## config.mk

```make
export PLATFORM = sky130hd
export DESIGN_NAME = lru_shape_cache_with_revalidation
export DESIGN_NICKNAME = d
export VERILOG_FILES = /design/src/hw/rtl/lsc_pkg.sv /design/src/hw/rtl/lsc_cell.sv /design/src/hw/rtl/lru_shape_cache_with_revalidation.sv
export SDC_FILE = /design/constraint.sdc
export NUM_CORES = 2
export LEC_CHECK = 0
export ABC_AREA = 0
export BUFFER_PORTS_ARGS = -buffer_cell sky130_fd_sc_hd__buf_4
export CAP_MARGIN = 0
export CORE_MARGIN = 10
export CORE_UTILIZATION = 57
export DETAILED_ROUTE_END_ITERATION = 10
export PLACE_DENSITY = 0.77
export SYNTH_ARGS = -nofsm -noshare
export SYNTH_HDL_FRONTEND = slang
export SYNTH_HIERARCHICAL = 1
export SYNTH_SLANG_ARGS = --single-unit
```

## constraint.sdc

```tcl
create_clock -name clk_i -period 11 [get_ports clk_i]
set_input_delay 2.2 -clock clk_i [delete_from_list [all_inputs] [get_ports clk_i]]
set_output_delay 2.2 -clock clk_i [all_outputs]
set_load 0.05 [all_outputs]
```

## src/hw/rtl/lsc_pkg.sv

```systemverilog
// Package for the cursor shape cache: field widths, the cached entry type,
// result codes and reset values. Used by every other file under hw/rtl.
package lsc_pkg;

  localparam int unsigned ENTRIES_DEF = 8;
  localparam int unsigned HANDLE_W    = 64;
  localparam int unsigned TIME_W      = 32;
  localparam int unsigned HASH_W      = 64;
  localparam int unsigned AGE_W       = 31;
  localparam int unsigned SLOT_OUT_W  = 3;

  localparam logic [AGE_W-1:0] STALE_AGE_RST = 31'd2000;

  typedef enum logic [2:0] {
    OUT_FRESH = 3'd0,
    OUT_SAME  = 3'd1,
    OUT_REPL  = 3'd2,
    OUT_NEW   = 3'd3,
    OUT_FLUSH = 3'd4
  } outcome_e;

  typedef struct packed {
    logic [HANDLE_W-1:0] handle;
    logic [TIME_W-1:0]   ltime;
    logic [HASH_W-1:0]   hash;
    logic                valid;
    logic                supp;
  } entry_t;

endpackage

```

## src/hw/rtl/lsc_cell.sv

```systemverilog
// One recency position of the cache: holds an entry and its physical slot,
// compares the held handle against the key. Depends on lsc_pkg.
module lsc_cell #(
  parameter int unsigned SlotW = 3
) (
  input  logic                          clk_i,
  input  logic [lsc_pkg::HANDLE_W-1:0]  key_i,
  input  logic                          shift_i,
  input  logic                          load_i,
  input  lsc_pkg::entry_t               next_entry_i,
  input  logic [SlotW-1:0]              next_slot_i,
  input  lsc_pkg::entry_t               new_entry_i,
  input  logic [SlotW-1:0]              new_slot_i,
  output lsc_pkg::entry_t               entry_o,
  output logic [SlotW-1:0]              slot_o,
  output logic                          match_o
);

  lsc_pkg::entry_t  entry_q;
  logic [SlotW-1:0] slot_q;

  // A load of the most recent entry wins over a shift from the neighbor.
  always_ff @(posedge clk_i) begin
    if (load_i) begin
      entry_q <= new_entry_i;
      slot_q  <= new_slot_i;
    end else if (shift_i) begin
      entry_q <= next_entry_i;
      slot_q  <= next_slot_i;
    end
  end

  assign match_o = (entry_q.handle == key_i);
  assign entry_o = entry_q;
  assign slot_o  = slot_q;

endmodule

```

## src/hw/rtl/lru_shape_cache_with_revalidation.sv

```systemverilog
// Cursor shape cache, LRU order kept as a row of cells from least to most recent.
// An accepted input word passes the compare state, then the update state, which writes the output word.
// A new word is taken only once the previous word commits, after the compare-then-shift pass over the cells.
// The update waits while a previous output word is still stalled.
// Reset empties the cache and sets stale_age to 2000; cell contents are not cleared.
module lru_shape_cache_with_revalidation #(
  parameter int unsigned Entries = lsc_pkg::ENTRIES_DEF
) (
  input  logic                            clk_i,
  input  logic                            rst_ni,
  input  logic                            cfg_valid_i,
  output logic                            cfg_ready_o,
  input  logic [lsc_pkg::AGE_W-1:0]       cfg_stale_age_i,
  input  logic                            in_valid_i,
  output logic                            in_stall_o,
  input  logic                            op_i,
  input  logic [lsc_pkg::HANDLE_W-1:0]    cursor_handle_i,
  input  logic [lsc_pkg::TIME_W-1:0]      now_ticks_i,
  input  logic                            shape_valid_i,
  input  logic                            shape_supported_i,
  input  logic [lsc_pkg::HASH_W-1:0]      shape_hash_i,
  output logic                            out_valid_o,
  input  logic                            out_stall_i,
  output logic [2:0]                      outcome_o,
  output logic [lsc_pkg::SLOT_OUT_W-1:0]  slot_o,
  output logic                            entry_valid_o,
  output logic                            entry_supported_o,
  output logic                            upload_needed_o,
  output logic                            evicted_o,
  output logic [lsc_pkg::HANDLE_W-1:0]    evicted_handle_o
);

  localparam int unsigned SW = $clog2(Entries);
  localparam int unsigned CW = $clog2(Entries + 1);

  typedef enum logic [1:0] {ST_IDLE, ST_CMP, ST_UPD} state_e;

  state_e state_q;
  logic [lsc_pkg::AGE_W-1:0] stale_age_q;
  logic [CW-1:0] cnt_q, cnt_d;

  // Captured input word.
  logic                          op_q, sv_q, ss_q;
  logic [lsc_pkg::HANDLE_W-1:0]  handle_q;
  logic [lsc_pkg::TIME_W-1:0]    now_q;
  logic [lsc_pkg::HASH_W-1:0]    hash_q;

  // Cell row.
  lsc_pkg::entry_t  cell_entry [Entries];
  logic [SW-1:0]    cell_slot  [Entries];
  logic [Entries-1:0] cell_match, cell_shift, cell_load;
  lsc_pkg::entry_t  new_entry;
  logic [SW-1:0]    new_slot;

  // Compare stage results.
  logic                          hit_d, hit_q;
  logic [SW-1:0]                 pos_d, pos_q;
  lsc_pkg::entry_t               m_d, m_q;
  logic [SW-1:0]                 mslot_d, mslot_q;
  logic [SW-1:0]                 free_d, free_q;
  logic [lsc_pkg::HANDLE_W-1:0]  lru_handle_q;
  logic [SW-1:0]                 lru_slot_q;

  // Update stage.
  logic                          commit, accept;
  logic                          stale, keep, full;
  logic [lsc_pkg::TIME_W-1:0]    age;
  logic                          rm, do_load, evict, upload;
  logic [SW-1:0]                 rp;
  logic [CW-1:0]                 last;
  lsc_pkg::outcome_e             outcome;
  logic [lsc_pkg::HANDLE_W-1:0]  ev_handle;

  // Output register.
  logic                          out_valid_q;
  lsc_pkg::outcome_e             out_outcome_q;
  logic [lsc_pkg::SLOT_OUT_W-1:0] out_slot_q;
  logic                          out_ev_q, out_es_q, out_up_q, out_evict_q;
  logic [lsc_pkg::HANDLE_W-1:0]  out_ehandle_q;

  assign commit      = (state_q == ST_UPD) && !(out_valid_q && out_stall_i);
  assign in_stall_o  = !((state_q == ST_IDLE) || commit);
  assign accept      = in_valid_i && !in_stall_o;
  assign cfg_ready_o = (state_q == ST_IDLE);

  for (genvar p = 0; p < Entries; p++) begin : g_cell
    lsc_pkg::entry_t nxt_entry;
    logic [SW-1:0]   nxt_slot;
    if (p == Entries - 1) begin : g_end
      assign nxt_entry = cell_entry[p];
      assign nxt_slot  = cell_slot[p];
    end else begin : g_mid
      assign nxt_entry = cell_entry[p+1];
      assign nxt_slot  = cell_slot[p+1];
    end
    lsc_cell #(.SlotW(SW)) u_cell (
      .clk_i        (clk_i),
      .key_i        (handle_q),
      .shift_i      (cell_shift[p]),
      .load_i       (cell_load[p]),
      .next_entry_i (nxt_entry),
      .next_slot_i  (nxt_slot),
      .new_entry_i  (new_entry),
      .new_slot_i   (new_slot),
      .entry_o      (cell_entry[p]),
      .slot_o       (cell_slot[p]),
      .match_o      (cell_match[p])
    );
  end

  // Compare pass: first occupied match, and the lowest slot no occupied cell holds.
  always_comb begin
    logic [Entries-1:0] used;
    logic               free_found;
    hit_d      = 1'b0;
    pos_d      = '0;
    m_d        = cell_entry[0];
    mslot_d    = cell_slot[0];
    used       = '0;
    free_d     = '0;
    free_found = 1'b0;
    for (int p = 0; p < Entries; p++) begin
      if (CW'(p) < cnt_q) begin
        used[cell_slot[p]] = 1'b1;
        if (cell_match[p] && !hit_d) begin
          hit_d   = 1'b1;
          pos_d   = SW'(p);
          m_d     = cell_entry[p];
          mslot_d = cell_slot[p];
        end
      end
    end
    for (int i = 0; i < Entries; i++) begin
      if (!used[i] && !free_found) begin
        free_found = 1'b1;
        free_d     = SW'(i);
      end
    end
  end

  assign age   = now_q - m_q.ltime;
  assign stale = !(age < {1'b0, stale_age_q});
  assign keep  = sv_q && ss_q && m_q.supp && (hash_q == m_q.hash);
  assign full  = (cnt_q == CW'(Entries));

  always_comb begin
    outcome   = lsc_pkg::OUT_NEW;
    new_entry = '{handle: handle_q, ltime: now_q, hash: hash_q, valid: sv_q, supp: ss_q};
    new_slot  = free_q;
    rm        = 1'b0;
    rp        = '0;
    last      = cnt_q;
    cnt_d     = cnt_q + CW'(1);
    do_load   = 1'b1;
    evict     = 1'b0;
    ev_handle = '0;
    upload    = sv_q && ss_q;
    priority if (op_q) begin
      outcome   = lsc_pkg::OUT_FLUSH;
      cnt_d     = '0;
      do_load   = 1'b0;
      upload    = 1'b0;
      new_entry = '0;
      new_slot  = '0;
    end else if (hit_q) begin
      rm       = 1'b1;
      rp       = pos_q;
      last     = cnt_q - CW'(1);
      cnt_d    = cnt_q;
      new_slot = mslot_q;
      priority if (!stale) begin
        outcome   = lsc_pkg::OUT_FRESH;
        new_entry = m_q;
        upload    = 1'b0;
      end else if (keep) begin
        outcome         = lsc_pkg::OUT_SAME;
        new_entry       = m_q;
        new_entry.ltime = now_q;
        upload          = 1'b0;
      end else begin
        outcome = lsc_pkg::OUT_REPL;
      end
    end else if (full) begin
      // Miss on a full cache: the least recent cell leaves and its slot is reused.
      rm        = 1'b1;
      rp        = '0;
      last      = cnt_q - CW'(1);
      cnt_d     = cnt_q;
      new_slot  = lru_slot_q;
      evict     = 1'b1;
      ev_handle = lru_handle_q;
    end else begin
      // Miss with room left: the lowest free slot takes the new entry.
      new_slot = free_q;
    end
  end

  always_comb begin
    for (int p = 0; p < Entries; p++) begin
      cell_load[p]  = commit && do_load && (CW'(p) == last);
      cell_shift[p] = commit && rm && (SW'(p) >= rp);
    end
  end

  always_ff @(posedge clk_i or negedge rst_ni) begin
    if (!rst_ni) begin
      state_q     <= ST_IDLE;
      stale_age_q <= lsc_pkg::STALE_AGE_RST;
      cnt_q       <= '0;
      out_valid_q <= 1'b0;
    end else begin
      if (cfg_valid_i && cfg_ready_o) begin
        stale_age_q <= cfg_stale_age_i;
      end
      unique case (state_q)
        ST_IDLE: begin
          if (accept) state_q <= ST_CMP;
        end
        ST_CMP: begin
          state_q <= ST_UPD;
        end
        ST_UPD: begin
          if (commit) state_q <= accept ? ST_CMP : ST_IDLE;
        end
        default: state_q <= ST_IDLE;
      endcase
      if (commit) begin
        cnt_q       <= cnt_d;
        out_valid_q <= 1'b1;
      end else if (!out_stall_i) begin
        out_valid_q <= 1'b0;
      end
    end
  end

  // Payload registers.
  always_ff @(posedge clk_i) begin
    if (accept) begin
      op_q     <= op_i;
      handle_q <= cursor_handle_i;
      now_q    <= now_ticks_i;
      sv_q     <= shape_valid_i;
      ss_q     <= shape_supported_i;
      hash_q   <= shape_hash_i;
    end
    if (state_q == ST_CMP) begin
      hit_q        <= hit_d;
      pos_q        <= pos_d;
      m_q          <= m_d;
      mslot_q      <= mslot_d;
      free_q       <= free_d;
      lru_handle_q <= cell_entry[0].handle;
      lru_slot_q   <= cell_slot[0];
    end
    if (commit) begin
      out_outcome_q <= outcome;
      out_slot_q    <= lsc_pkg::SLOT_OUT_W'(new_slot);
      out_ev_q      <= new_entry.valid;
      out_es_q      <= new_entry.supp;
      out_up_q      <= upload;
      out_evict_q   <= evict;
      out_ehandle_q <= ev_handle;
    end
  end

  assign out_valid_o       = out_valid_q;
  assign outcome_o         = out_outcome_q;
  assign slot_o            = out_slot_q;
  assign entry_valid_o     = out_ev_q;
  assign entry_supported_o = out_es_q;
  assign upload_needed_o   = out_up_q;
  assign evicted_o         = out_evict_q;
  assign evicted_handle_o  = out_ehandle_q;

endmodule

```

==> results.cfg <==
[global_route]
grt-ovfl-total = 0
grt_pass1_vias = 62300
antenna_found_initial = 5
grt_use_total_pct = 28.8
grt_pass1_wl_um = 399000
grt_max_degree = 140

[drt]
drt_iter0_markers = 7572
routed_wl_um = 271000
drtAntennaViolNets = 0
drc = 0
drtPass1Iterations = 8
wl_per_cell_um = 28.7
via_per_inst = 6.57
dr_total_vias = 61900

[die]
die_h_um = 427
initial_core_util_pct = 57.3
io_pins = 276
core_area_um2 = 165000
die_x_um = 427
fp-row-count = 149
die-area_um2 = 183000

[worst_setup_path]
r2r-start = now_q[0]
rr_worst_depth = 24
critPathLaunch = now_q[0]
cp_cell_sequence = inv_1, ha_1, inv_1, fa_1, a211oi_1, o21bai_1, o211ai_1, a21oi_1, a311oi_1, o21bai_1, a31o_2, a21oi_1, xnor2_1, ha_1, nand4_1, nor2_1, nand2_1, o2111ai_1, nor3_2, buf_4, nor2_4, buf_4, mux2i_1, mux2_2
cpPeakStageDelay_ns = 0.86
path_max_fanout = 43
end_kind = register
critPathRequiredTime_ns = 11.55
critPathBufInv = 4
cpMaxStageDelayCell = buf_4
critPathTopFamily = compound AO/OA/AOI/OAI gates
crit_cells = 24
cp-start-kind = register
crit_type = register to register
cp-endpoint = g_cell[1].u_cell/entry_o[55]
crit_arrival_ns = 7.77
reg2reg_to = g_cell[1].u_cell/entry_o[55]
rrSetupSlack_ns = 3.79

[clock_network]
cts_sinks = 1834
cts_setup_buffers = 0
post_cts_resized = 0
htreeDepth = 4
clockRootBuffer = clkbuf_16
cts_buffers = 191
cts_tree = done
clkTransAtPathRegs_ns = 0.06
clkLatencyLatePin_ns = 0.83
holdBufCountCts = 0
clk_path_buf_depth = 3

[placed_design]
gp_congestion = 0.894
io_buffers = 275
dp_hpwl_um = 154000

[synth]
avgSynthCellArea_um2 = 13.6
synthArstFlopShare_pct = 2.07
synth-simple-area-share_pct = 6.33
ys.flop_type = edfxtp_1
synth_top_family_by_area = multiplexers
syn_inst = 6960
ys_ff_latch = 1834
synth_mux_area_share_pct = 19.1
ys_types = 74
synth_edf_count = 1796
synth_warnings = 6
synth_nets = 7225
synth-compound-area-share_pct = 7.59
synth-adder-area-share_pct = 0.881
yosysSeqAreaShare_pct = 58.0
synthXorXnorAreaFrac_pct = 5.44
syn_area_um2 = 94600

[power]
leakage_nw = 36.6
netSwitchingFraction_pct = 33.2
p_total_mw = 22.2
p_int_mw = 14.8
p_comb_share_pct = 25.6
power.density_nw_per_um2 = 212
seqPwrFrac_pct = 45.7
p_clk_share_pct = 28.7
vdd_ir_drop_max_v = 0.000167
p_switching_mw = 7.36

[status]
status = complete, no violations

[layout]
syn2layout_area_growth_pct = 10.4
layout_common_cells = edfxtp_1, mux2_2, xor2_1
layout_commonest_cell = edfxtp_1
utilization_pct = 63.3
drive_above_1_share_pct = 27.8
nets = 7336

[timing]
worst_pin_slew_ns = 1.33
fin_crit_ns = 7.21
final.setup_skew_ns = 0.0332
max_slew_margin_pct = 10.5
max_freq_mhz = 139
hold_viol = 0
timing.setup.tns_ns = 0
drv_slew = 0
rsz0062_at_grt = false
setup_viol = 0
period_share_pct = 65.6

[hold_path]
holdCritPathClass = register to register
min_from = op_q

[run]
drv_cap = 0
## per-stage QoR
stage                     worst slack [ns]  hold WS, ns  instances  instance area [um2]
after floorplan                       1.42        0.421       6960                94600
after global placement                3.98        0.437       9067                98300
after detailed placement              3.89        0.437       9067                98300
after CTS                             3.95        0.450       9424               104000
after global routing                  3.47        0.461       9425               104000
final                                 3.79        0.447       9427               104000
## worst min path at each step
stage | endpoint | slack [ns] | cells past startpoint
2_1_floorplan | lru_slot_q[0] | 0.42 | 0
4_1_cts | outcome_o[2] | 0.45 | 0
5_1_grt | outcome_o[2] | 0.46 | 0
3_5_place_dp | outcome_o[2] | 0.44 | 0
3_3_place_gp | outcome_o[2] | 0.44 | 0
6_report | outcome_o[2] | 0.45 | 0
## layer usage
metal  GRT usage (%)  wire (um)
met1            37.1     102000
met2            47.9     130000
met3            4.80      25200
met4            13.2      13200
met5               0         51
## cells in the mapped netlist, drive strengths merged (70+ instances only)
master,n,area (um2)
nand2,149,562
a211oi,235,1770
mux2i,317,3170
a21oi,381,1910
o22ai,75,469
o21ai,238,1190
edfxtp,1796,53900
nor2,372,1400
a222oi,100,1000
xor2,527,4620
buf,260,1410
nor4,155,1020
mux2,1321,14900
nand2b,251,1570
inv,109,409
clkbuf,181,682
and2,70,438
## layout make-up
class | count | area, um2
clock inverter | 121 | 1010
clock buffer | 236 | 5050
multi-input combinational | 4576 | 37400
inverter | 109 | 412
sequential | 1834 | 54900
fill | 12100 | 60600
timing repair buffer | 359 | 2910
tap | 2189 | 2740
antenna | 3 | 7.51
## registers in the layout (all words and copies together), names as in the netlist, 2 cells and up
signal	count
g_cell.u_cell/slot_o	24
mslot_q	3
g_cell.u_cell/entry_o	1296
cnt_q	4
lru_handle_q	64
now_q	32
stale_age_q	31
evicted_handle_o	64
free_q	3
slot_o	3
outcome_o	3
lru_slot_q	3
handle_q	64
hash_q	64
pos_q	3
state_q	2
m_q	162
## power groups by stage
| stage | Clock, mW | Sequential [mW] | Combinational (mW) |
|---|---|---|---|
| after detailed placement | 0 | 10.2 | 5.55 |
| after CTS | 6.44 | 10.1 | 5.59 |
| after global routing | 6.71 | 10.2 | 6.05 |
| after floorplan | 0 | 10.3 | 3.62 |
| after global placement | 0 | 10.2 | 5.41 |
| final | 6.37 | 10.1 | 5.67 |
## logic make-up after synthesis
| group | after synthesis |
|---|---|
| flip-flops | 1834 |
| multiplexers | 1638 |
| AND/OR/NAND/NOR | 1155 |
| AO/OA/AOI/OAI | 1130 |
| XOR/XNOR | 587 |
| buffers and inverters | 550 |
| adder cells (fa/ha/maj) | 66 |
Power figures use the tool's default switching activity.
